File: config.mk
export PLATFORM = sky130hd
export DESIGN_NAME = likelihood_trio_quantize_pack_core
export DESIGN_NICKNAME = d
export VERILOG_FILES = /design/src/design/ltqp_pkg.sv /design/src/design/likelihood_trio_quantize_pack_core.sv /design/src/design/ltqp_serdiv.sv /design/src/design/ltqp_packer.sv
export SDC_FILE = /design/constraint.sdc
export NUM_CORES = 1
export LEC_CHECK = 0
export ABC_AREA = 1
export BUFFER_PORTS_ARGS = -buffer_cell sky130_fd_sc_hd__buf_4
export CORE_MARGIN = 4
export CORE_UTILIZATION = 60
export CTS_CLUSTER_SIZE = 30
export DETAILED_ROUTE_END_ITERATION = 12
export PLACE_DENSITY_LB_ADDON = 0.1
export SLEW_MARGIN = 10
export SYNTH_ARGS = -nofsm -noshare
export SYNTH_HDL_FRONTEND = slang
export SYNTH_SLANG_ARGS = --single-unit
File: constraint.sdc
create_clock -name i_clk -period 3.4 [get_ports i_clk]
set_input_delay 0.68 -clock i_clk [delete_from_list [all_inputs] [get_ports i_clk]]
set_output_delay 0.68 -clock i_clk [all_outputs]
set_load 0.02 [all_outputs]
File: src/design/ltqp_pkg.sv
`default_nettype none

package ltqp_pkg;

    // Default likelihood width and fixed packing geometry
    localparam int LIKELIHOOD_BITS_DEF = 16;
    localparam int TRIOS_PER_WORD      = 4;
    localparam int CODE_BITS           = 4;
    localparam int BYTE_BITS           = 2 * CODE_BITS;
    localparam int WORD_BITS           = TRIOS_PER_WORD * BYTE_BITS;
    localparam int PART_BITS           = WORD_BITS - BYTE_BITS;
    localparam int TRIO_CNT_W          = $clog2(TRIOS_PER_WORD);
    localparam int STEP_CNT_W          = $clog2(CODE_BITS);

    localparam logic [TRIO_CNT_W-1:0] LAST_TRIO = TRIO_CNT_W'(TRIOS_PER_WORD - 1);
    localparam logic [STEP_CNT_W-1:0] LAST_STEP = STEP_CNT_W'(CODE_BITS - 1);

    // Sequencer states, one-hot
    typedef enum logic [2:0] {
        S_IDLE = 3'b001,
        S_DIV  = 3'b010,
        S_PACK = 3'b100
    } t_state;

    // Control toward the serial dividers
    typedef struct packed {
        logic load;
        logic step;
    } t_div_ctrl;

    // One finished code byte toward the packer
    typedef struct packed {
        logic                 push;
        logic                 zero_sum;
        logic [BYTE_BITS-1:0] code_byte;
    } t_pack_req;

endpackage

`default_nettype wire

File: src/design/likelihood_trio_quantize_pack_core.sv
`default_nettype none

// Channel  Dir  Handshake                 Payload
// input    in   i_in_valid / o_in_stall   i_gl_rr, i_gl_het, i_gl_hom
// output   out  o_out_valid / i_out_stall o_packed_word, o_zero_sum_seen
//
// Each trio passes through the accept cycle, the shared-sum serial dividers
// (one quotient bit per cycle, RR and Het side by side), and a push of the
// code byte into the packer once the packer can take it.
// A word leaves on every fourth trio through a registered output stage.
// Reset is synchronous, active low, and clears the sequencer and packer.
// A stalled output only holds the core when the fourth byte is ready and
// the previous word has not been taken yet.
module likelihood_trio_quantize_pack_core #(
    parameter int LIKELIHOOD_BITS = ltqp_pkg::LIKELIHOOD_BITS_DEF
) (
    input  wire logic                           i_clk,
    input  wire logic                           i_rst_n,
    input  wire logic                           i_in_valid,
    output logic                                o_in_stall,
    input  wire logic [LIKELIHOOD_BITS-1:0]     i_gl_rr,
    input  wire logic [LIKELIHOOD_BITS-1:0]     i_gl_het,
    input  wire logic [LIKELIHOOD_BITS-1:0]     i_gl_hom,
    output logic                                o_out_valid,
    input  wire logic                           i_out_stall,
    output logic      [ltqp_pkg::WORD_BITS-1:0] o_packed_word,
    output logic                                o_zero_sum_seen
);

    localparam int SUM_W = LIKELIHOOD_BITS + 2;

    ltqp_pkg::t_state                r_state;
    ltqp_pkg::t_state                n_state;
    logic [ltqp_pkg::STEP_CNT_W-1:0] r_step;
    logic [ltqp_pkg::STEP_CNT_W-1:0] n_step;
    logic [SUM_W-1:0]                r_sum;
    logic [SUM_W-1:0]                n_sum;
    logic                            r_sum_zero;
    logic                            n_sum_zero;
    logic [SUM_W-1:0]                w_sum;
    logic                            w_accept;
    logic                            w_pack_ready;
    logic [ltqp_pkg::CODE_BITS-1:0]  w_code_rr;
    logic [ltqp_pkg::CODE_BITS-1:0]  w_code_het;
    ltqp_pkg::t_div_ctrl             w_div_ctrl;
    ltqp_pkg::t_pack_req             w_pack_req;

    // Take a trio only when the sequencer is free
    assign o_in_stall = (r_state != ltqp_pkg::S_IDLE);
    assign w_accept   = i_in_valid && !o_in_stall;

    // Full trio sum, two guard bits so it never wraps
    assign w_sum = {2'b00, i_gl_rr} + {2'b00, i_gl_het} + {2'b00, i_gl_hom};

    // Load the dividers straight from the inputs on accept, then step them
    assign w_div_ctrl.load = w_accept;
    assign w_div_ctrl.step = (r_state == ltqp_pkg::S_DIV);

    // Drop both codes to zero when the whole trio is zero
    assign w_pack_req.push      = (r_state == ltqp_pkg::S_PACK) && w_pack_ready;
    assign w_pack_req.zero_sum  = r_sum_zero;
    assign w_pack_req.code_byte = r_sum_zero ? '0 : {w_code_rr, w_code_het};

    always_comb begin
        n_state    = r_state;
        n_step     = r_step;
        n_sum      = r_sum;
        n_sum_zero = r_sum_zero;
        unique case (r_state)
            ltqp_pkg::S_IDLE: begin
                if (w_accept) begin
                    n_sum      = w_sum;
                    n_sum_zero = (w_sum == '0);
                    n_step     = '0;
                    n_state    = ltqp_pkg::S_DIV;
                end
            end
            ltqp_pkg::S_DIV: begin
                // advance one quotient bit per cycle
                n_step = r_step + 1'b1;
                if (r_step == ltqp_pkg::LAST_STEP) begin
                    n_state = ltqp_pkg::S_PACK;
                end
            end
            ltqp_pkg::S_PACK: begin
                // hold until the packer can take the byte
                if (w_pack_ready) begin
                    n_state = ltqp_pkg::S_IDLE;
                end
            end
            default: begin
                n_state = ltqp_pkg::S_IDLE;
            end
        endcase
    end

    always_ff @(posedge i_clk) begin
        if (!i_rst_n) begin
            r_state <= ltqp_pkg::S_IDLE;
            r_step  <= '0;
        end else begin
            r_state <= n_state;
            r_step  <= n_step;
        end
        r_sum      <= n_sum;
        r_sum_zero <= n_sum_zero;
    end

    ltqp_serdiv #(
        .VAL_W (LIKELIHOOD_BITS),
        .SUM_W (SUM_W)
    ) u_div_rr (
        .i_clk   (i_clk),
        .i_ctrl  (w_div_ctrl),
        .i_value (i_gl_rr),
        .i_sum   (r_sum),
        .o_code  (w_code_rr)
    );

    ltqp_serdiv #(
        .VAL_W (LIKELIHOOD_BITS),
        .SUM_W (SUM_W)
    ) u_div_het (
        .i_clk   (i_clk),
        .i_ctrl  (w_div_ctrl),
        .i_value (i_gl_het),
        .i_sum   (r_sum),
        .o_code  (w_code_het)
    );

    ltqp_packer u_packer (
        .i_clk           (i_clk),
        .i_rst_n         (i_rst_n),
        .i_req           (w_pack_req),
        .o_ready         (w_pack_ready),
        .o_out_valid     (o_out_valid),
        .i_out_stall     (i_out_stall),
        .o_packed_word   (o_packed_word),
        .o_zero_sum_seen (o_zero_sum_seen)
    );

`ifndef SYNTHESIS
    a_accept_starts_div: assert property (@(posedge i_clk) disable iff (!i_rst_n)
        w_accept |=> (r_state == ltqp_pkg::S_DIV))
        else $error("accepted transaction did not start division");

    a_word_after_pack: assert property (@(posedge i_clk) disable iff (!i_rst_n)
        $rose(o_out_valid) |-> $past(r_state == ltqp_pkg::S_PACK))
        else $error("output word appeared without a packed byte");

    a_pack_holds: assert property (@(posedge i_clk) disable iff (!i_rst_n)
        ((r_state == ltqp_pkg::S_PACK) && !w_pack_ready) |=>
        (r_state == ltqp_pkg::S_PACK))
        else $error("code byte lost while packer was full");

    a_div_length: assert property (@(posedge i_clk) disable iff (!i_rst_n)
        (r_state == ltqp_pkg::S_PACK) |->
        ($past(r_state == ltqp_pkg::S_DIV) || $past(r_state == ltqp_pkg::S_PACK)))
        else $error("pack entered without division");
`endif

endmodule

`default_nettype wire

File: src/design/ltqp_serdiv.sv
`default_nettype none

// Restoring divider, one quotient bit per cycle.
// code = floor((16*v - 1) / s) for v > 0, else 0.
module ltqp_serdiv #(
    parameter int VAL_W = ltqp_pkg::LIKELIHOOD_BITS_DEF,
    parameter int SUM_W = VAL_W + 2
) (
    input  wire logic                           i_clk,
    input  wire ltqp_pkg::t_div_ctrl            i_ctrl,
    input  wire logic [VAL_W-1:0]               i_value,
    input  wire logic [SUM_W-1:0]               i_sum,
    output logic      [ltqp_pkg::CODE_BITS-1:0] o_code
);

    logic [SUM_W-1:0]               r_rem;
    logic [SUM_W-1:0]               n_rem;
    logic [ltqp_pkg::CODE_BITS-1:0] r_quo;
    logic [ltqp_pkg::CODE_BITS-1:0] n_quo;
    logic                           r_val_zero;
    logic                           n_val_zero;
    logic [SUM_W:0]                 w_trial;
    logic [SUM_W:0]                 w_diff;
    logic                           w_fits;

    // Shift in the next numerator bit; the low nibble of 16*v-1 is all ones
    assign w_trial = {r_rem, 1'b1};
    assign w_diff  = w_trial - {1'b0, i_sum};
    assign w_fits  = (w_trial >= {1'b0, i_sum});

    always_comb begin
        n_rem      = r_rem;
        n_quo      = r_quo;
        n_val_zero = r_val_zero;
        if (i_ctrl.load) begin
            n_val_zero = (i_value == '0);
            n_rem      = (i_value == '0) ? '0 : ({{(SUM_W-VAL_W){1'b0}}, i_value} - SUM_W'(1));
            n_quo      = '0;
        end else if (i_ctrl.step) begin
            n_rem = w_fits ? w_diff[SUM_W-1:0] : w_trial[SUM_W-1:0];
            n_quo = {r_quo[ltqp_pkg::CODE_BITS-2:0], w_fits};
        end
    end

    always_ff @(posedge i_clk) begin
        r_rem      <= n_rem;
        r_quo      <= n_quo;
        r_val_zero <= n_val_zero;
    end

    assign o_code = r_val_zero ? '0 : r_quo;

endmodule

`default_nettype wire

File: src/design/ltqp_packer.sv
`default_nettype none

// Gather code bytes into a word; hold the finished word for the output side.
module ltqp_packer (
    input  wire logic                           i_clk,
    input  wire logic                           i_rst_n,
    input  wire ltqp_pkg::t_pack_req            i_req,
    output logic                                o_ready,
    output logic                                o_out_valid,
    input  wire logic                           i_out_stall,
    output logic      [ltqp_pkg::WORD_BITS-1:0] o_packed_word,
    output logic                                o_zero_sum_seen
);

    logic [ltqp_pkg::TRIO_CNT_W-1:0] r_cnt;
    logic [ltqp_pkg::TRIO_CNT_W-1:0] n_cnt;
    logic [ltqp_pkg::PART_BITS-1:0]  r_part;
    logic [ltqp_pkg::PART_BITS-1:0]  n_part;
    logic                            r_err;
    logic                            n_err;
    logic [ltqp_pkg::WORD_BITS-1:0]  r_word;
    logic [ltqp_pkg::WORD_BITS-1:0]  n_word;
    logic                            r_flag;
    logic                            n_flag;
    logic                            r_valid;
    logic                            n_valid;
    logic                            w_last;

    assign w_last  = (r_cnt == ltqp_pkg::LAST_TRIO);
    assign o_ready = !w_last || !r_valid || !i_out_stall;

    always_comb begin
        n_cnt   = r_cnt;
        n_part  = r_part;
        n_err   = r_err;
        n_word  = r_word;
        n_flag  = r_flag;
        n_valid = r_valid && i_out_stall;
        if (i_req.push) begin
            if (w_last) begin
                n_word  = {r_part, i_req.code_byte};
                n_flag  = r_err || i_req.zero_sum;
                n_valid = 1'b1;
                n_cnt   = '0;
                n_part  = '0;
                n_err   = 1'b0;
            end else begin
                n_part = {r_part[ltqp_pkg::PART_BITS-ltqp_pkg::BYTE_BITS-1:0],
                          i_req.code_byte};
                n_err  = r_err || i_req.zero_sum;
                n_cnt  = r_cnt + 1'b1;
            end
        end
    end

    always_ff @(posedge i_clk) begin
        if (!i_rst_n) begin
            r_cnt   <= '0;
            r_part  <= '0;
            r_err   <= 1'b0;
            r_valid <= 1'b0;
        end else begin
            r_cnt   <= n_cnt;
            r_part  <= n_part;
            r_err   <= n_err;
            r_valid <= n_valid;
        end
        r_word <= n_word;
        r_flag <= n_flag;
    end

    assign o_out_valid     = r_valid;
    assign o_packed_word   = r_word;
    assign o_zero_sum_seen = r_flag;

endmodule

`default_nettype wire
Word-level counts from Yosys, hierarchy flattened --
Cells that the tools add are included.
Word-level totals: register bits after elaboration 131, input port bits 52, output and inout bits 35, word-level logic and storage cells 76
Operators by class: $add $sub $neg 8, magnitude comparators 2, equal/unequal tests 9, mux-type cells 22, reduce and logical (&&, ||, !) cells 19
Operators by type and width (number):
- 2-to-1 mux 18 bit | 8
- greater-or-equal comparator 19 x 18 -> 1 bit | 2
- subtractor 18 bit | 2
- subtractor 16 x 1 -> 17 bit (second input constant) | 2
- zero test 16 bit | 2
- 2-to-1 mux 24 bit | 1
- adder 17 x 16 -> 18 bit | 1
- zero test 18 bit | 1
- adder 16 x 16 -> 17 bit | 1
- 2-to-1 mux 3 bit | 3
- case mux 3 bit (3 select lines) | 1
- 2-to-1 mux 4 bit | 2
- 2-to-1 mux 8 bit | 1
- inequality test 2 bit (second input constant) | 3
- AND reduction 2 bit | 3
- adder 2 x 1 -> 2 bit (second input constant) | 2
- == test 2 bit (second input constant) | 2
- zero test 1 bit | 4
- 2-to-1 mux 2 bit | 2
- case mux 2 bit (2 select lines) | 1
- nonzero test 2 bit | 2
- == test 3 x 1 -> 1 bit (second input constant) | 1
- == test 3 x 2 -> 1 bit (second input constant) | 1
- == test 3 bit (second input constant) | 1
- other kinds (5) | 11

Logic depth before layout (Yosys ltp) --
depth after elaboration 6, depth in mapped cells 17, depth with buffers taken out 17

Cells and area by module --
Synthesis repeated with hierarchy kept, for this count alone.
Second synthesis, totals: cell total of the unflattened synthesis 1351, area, all modules 10050.9 um^2
Modules (own cells, without submodules):
- ltqp_serdiv at u_div_het | times used 1, cells each 442, area an instance 2832.7 um^2, sequential area each 650.6 um^2
- ltqp_serdiv at u_div_rr | times used 1, cells each 450, area an instance 2824.0 um^2, sequential area each 650.6 um^2
- likelihood_trio_quantize_pack_core | times used 1, cells each 296, area an instance 2255.9 um^2, sequential area each 670.6 um^2
- ltqp_packer | times used 1, cells each 163, area an instance 2138.3 um^2, sequential area each 1551.5 um^2

Worst setup path after synthesis --
No wires, ideal clock.
path kind in2reg, from input port i_gl_rr[1], to register r_sum_zero, data pin, setup time 0.257 ns, data arrival time 2.639 ns, required time 3.143 ns, setup slack 0.504 ns, cell stages on the path 17, buffers on the path 0, cells stage by stage inv_1 -> fa_1 -> inv_1 -> ha_1 -> fa_1 -> nand2_1 -> nand2_1 -> nand3_1 -> nand2_1 -> nand2_1 -> nand2_1 -> nand2_1 -> nand2_1 -> nand2_1 -> nor2_1 -> nand3_1 -> nor2_1
On the way: longest elaborated chain between the ends 3
Ends and longest elaborated chain:
- start: declaration | line likelihood_trio_quantize_pack_core.sv:21 | input wire logic [LIKELIHOOD_BITS-1:0] i_gl_rr,
- adder 16 x 16 -> 17 bit | line likelihood_trio_quantize_pack_core.sv:53 | assign w_sum = {2'b00, i_gl_rr} + {2'b00, i_gl_het} + {2'b00, i_gl_hom};
- adder 17 x 16 -> 18 bit | line likelihood_trio_quantize_pack_core.sv:53
- zero test 18 bit | line likelihood_trio_quantize_pack_core.sv:73 | n_sum_zero = (w_sum == '0);
- end signal: assignment | line likelihood_trio_quantize_pack_core.sv:106 | r_sum_zero <= n_sum_zero;
- end: declaration | line likelihood_trio_quantize_pack_core.sv:38 | logic r_sum_zero;
No other way between the ends. A chain may end at the register's enable or synchronous reset.

Final worst setup path --
from register r_sum[1], to register u_div_rr.r_rem[13], data pin
On the way: longest elaborated chain between the ends 4, elaborated cells between the ends (all ways) 5, those cells by class add/sub (1); order compare (1); mux (3)
Ends and longest elaborated chain:
- start: declaration | line likelihood_trio_quantize_pack_core.sv:36 | logic [SUM_W-1:0] r_sum;
- start signal: assignment | line likelihood_trio_quantize_pack_core.sv:105 | r_sum <= n_sum;
- subtractor 18 bit / greater-or-equal comparator 19 x 18 -> 1 bit (equally long branches) | line ltqp_serdiv.sv:28, ltqp_serdiv.sv:29
- 2-to-1 mux 18 bit * | line ltqp_serdiv.sv:40 | n_rem = w_fits ? w_diff[SUM_W-1:0] : w_trial[SUM_W-1:0];
- 2-to-1 mux 18 bit * | line ltqp_serdiv.sv:39 | end else if (i_ctrl.step) begin
- 2-to-1 mux 18 bit * | line ltqp_serdiv.sv:35 | if (i_ctrl.load) begin
- via u_div_rr.n_rem[13] | line ltqp_serdiv.sv:17 | logic [SUM_W-1:0] n_rem;
- end signal: assignment | line ltqp_serdiv.sv:46 | r_rem <= n_rem;
- end: declaration | line ltqp_serdiv.sv:16 | logic [SUM_W-1:0] r_rem;
Mark *: on every way through the listed nets, which the timed path passes. The rest lies on a longest branch. The select of a mux whose other input is x is not followed.

==> run metrics <==
antenna fix cells 0; GPL Wtd Cong 1.006; hpwl dp 16740 um; first-pass detailed-route iteration total 5; share of cells above drive strength 1 13.40%; CTS resizes 0; total gr overflow 0; area delta synth->final 15.11%; # clock sinks 131; Fin. Hold Viols 0; Register Area 3523 sq um; Worst EP arrival 3.18 ns; Root Driver clkbuf_16; Worst Setup End Kind flop; Seq cells post-synth 131; Die Wd 130.6 um; static leakage 4.765 nW; Final nets 1350; worst reg2reg path endpoint u_div_rr.r_rem[13]; syn nets 1256; Peak VDD IR 0.4156 mV; largest net degree at the start of global routing 46; standard-cell rows 44; Least-Margin Pin Slew 0.5882 ns; r2r startpoint r_sum[1]; FILL cells 1197; H-tree levels 4; Initial Utilization 61.59%; Worst setup SP type flop; vias after detailed routing 7834; CTS buffer count 17; status completed; largest family of logic cells by synthesized area simple AND/OR/NAND/NOR gates; Max stage delay on crit path 0.47 ns; Hold Path Class reg -> reg; final core utilization 70.89%; maximum achievable frequency 333.0 MHz; adder-cell share of the synthesized area 11.57%; Synth Cell Area 9019 sq um; cell with the most instances after synthesis nand2_1; core area 14640 sq um; HP Start u_packer.r_part[17]; fin cells 1423; end of the worst hold path u_packer.o_packed_word[25]; worst path required time 3.58 ns; critical path's slowest cell nand2_2; Period minus WS final 3.003 ns; first-pass GRT wire length 35880 um; worst clock skew 0.006993 ns; synth cell count leaders nand2_1, inv_1, nand3_1; area taken by multi-input logic gates 4823 sq um; Synth Area in Compound Gates 8.366%; Top Ports 87; syn_area_per_cell 7.967 sq um; Slew headroom 60.79%; Tcrit/Tclk final 88.34%; WS Path Type reg -> reg; async set or reset register ratio after synthesis 0%; Sum Neg Setup Slack 0 ns; Post-Syn Instances 1132; vias per cell 5.505; Detail Route Antenna Nets 0; CTS clk-pin slew, worst paths 0.06 ns; post-synth top area cell edfxtp_1; share of synthesized area occupied by flip-flops and latches 39.07%; GRT Overall Usage 26.83%; WL/cell 15.38 um; crit path max fanout 23; top cell type's share of synthesized area 29.97%; CTS tree yes; yosys warns 0; worst reg2reg setup slack 0.40 ns; maxcap violations 0; DRT iter0 DRCs 613; final WL 21890 um; Post-synth top flop edfxtp_1; Pins Over Slew Limit 0; Hold Slack 0.4304 ns; Post-Synth XOR/XNOR Area 3.399%; pwr dens 744.1 nW/um^2; input/output buffers 86; Synth cell types 49; worst reg-to-reg path cell count 13; multiplexer share of the synthesized area 0%; die area 17060 sq um; Die Ht 130.6 um; antenna violations before repair 0; placed cells 1391; hold_buf cts 0; Clock Tree Buf Depth 2; postcts setup bufs 0; final setup fails 0; synth top area cells edfxtp_1, nand2_1, dfxtp_1, ha_1, inv_1; DRC 0; Skew-Pair Late Insertion Delay 0.42 ns; RSZ-0062 raised after global routing no; Post-Synth Simple-Gate Area 30.12%; worst hold path cell count 0; vias in the first global route 7453; CP cell instances ha_1 > fa_1 > inv_1 > nand3_1 > nand2_1 > nand2_1 > nand2_2 > a21o_1 > nand2_2 > nand2_2 > nand3_1 > nand3_1 > nand2_1; EDFF count, synth 90
## worst max-delay path, delay by kind of cell (launching register included)
kind / cells / cell delay (ns)
buffers and inverters: 1 / 0.07
DFF: 1 / 0.44
AOI/OAI and AO/OA: 1 / 0.14
adders and majority gates: 2 / 0.67
and+or+nand+nor: 9 / 1.44
## cell families after synthesis
logic type,after synthesis
simple gates,595
buf+inv,165
compound gates,134
flops,131
fa+ha+maj,72
xor+xnor,35
## through the flow
| step | setup WS [ns] | instance area (sq um) | power, mW |
|---|---|---|---|
| final | 0.3966 | 10380 | 7.725 |
| after global routing | 0.2701 | 10380 | 8.350 |
| after CTS | 0.4659 | 10380 | 7.693 |
| after detailed placement | 0.2301 | 9831 | 5.993 |
| after global placement | 0.2859 | 9831 | 5.931 |
| after floorplan | 0.5040 | 9019 | 5.212 |
## layout make-up
class	instances	area share, %
Clock inverter	11	0.7593
Clock buffer	21	4.544
Timing Repair Buffer	94	6.798
Sequential cell	131	33.94
Tap cell	184	2.218
Multi-Input combinational cell	836	46.46
Inverter	146	5.279
## per-layer routing
layer	global-route usage (%)	vias to the layer above	wire length, um
li1	-	3937	-
met1	38.78	3623	10160
met2	41.67	245	9938
met3	4.959	29	1518
met4	7.562	0	274
met5	0	-	0
## flip-flops by register name (all words and copies together) (netlist names), 2 cells and up
| signal | flops |
|---|---|
| u_div_rr.r_rem | 18 |
| u_div_het.r_rem | 18 |
| u_packer.o_packed_word | 32 |
| u_div_rr.r_quo | 4 |
| r_sum | 18 |
| u_div_het.r_quo | 4 |
| u_packer.r_cnt | 2 |
| r_state | 3 |
| r_step | 2 |
| u_packer.r_part | 24 |
## how the worst max path moves through the flow
stage | start | endpoint
6_report | r_sum[1] | u_div_rr.r_rem[13]
5_1_grt | r_sum[1] | u_div_rr.r_rem[13]
4_1_cts | r_sum[1] | u_div_rr.r_rem[13]
3_5_place_dp | i_gl_rr[1] | r_sum_zero
3_3_place_gp | i_gl_rr[1] | r_sum_zero
2_1_floorplan | i_gl_rr[1] | r_sum_zero
## cell usage in the layout, fill, tap and decap left out, types with 3 or more instances in the layout
| cell | netlist | final |
|---|---|---|
| nor2_4 | 3 | 3 |
| o21ai_1 | 6 | 6 |
| a21o_1 | 3 | 3 |
| a31oi_1 | 3 | 3 |
| fa_1 | 19 | 19 |
| nand2_1 | 314 | 313 |
| clkbuf_16 | 0 | 18 |
| dfxtp_1 | 41 | 41 |
| a21oi_1 | 73 | 73 |
| inv_1 | 141 | 141 |
| nor2_1 | 81 | 81 |
| or2_1 | 3 | 3 |
| nand3_1 | 93 | 93 |
| nand2_4 | 4 | 4 |
| ha_1 | 53 | 53 |
| nor4_1 | 3 | 3 |
| nand2_2 | 8 | 9 |
| o22ai_1 | 6 | 6 |
| xnor2_1 | 20 | 20 |
| buf_4 | 1 | 94 |
| edfxtp_1 | 90 | 90 |
| or2_2 | 8 | 8 |
| inv_2 | 5 | 5 |
| nand3b_1 | 31 | 31 |
| nand4_1 | 12 | 12 |
| o21ai_0 | 26 | 26 |
| o21bai_1 | 3 | 3 |
| nor3_1 | 20 | 20 |
| nor3_2 | 4 | 4 |
| xor2_1 | 15 | 15 |
| clkinv_4 | 0 | 4 |
## power breakdown
part | switching [mW] | leakage, nW | internal, mW
clock network | 0.686 | 0.267 | 0.994
registers | 0.139 | 1.18 | 2.12
logic | 2.40 | 3.32 | 1.38
total | 3.23 | 4.76 | 4.50
No activity file was read; power rests on OpenSTA's default activity.
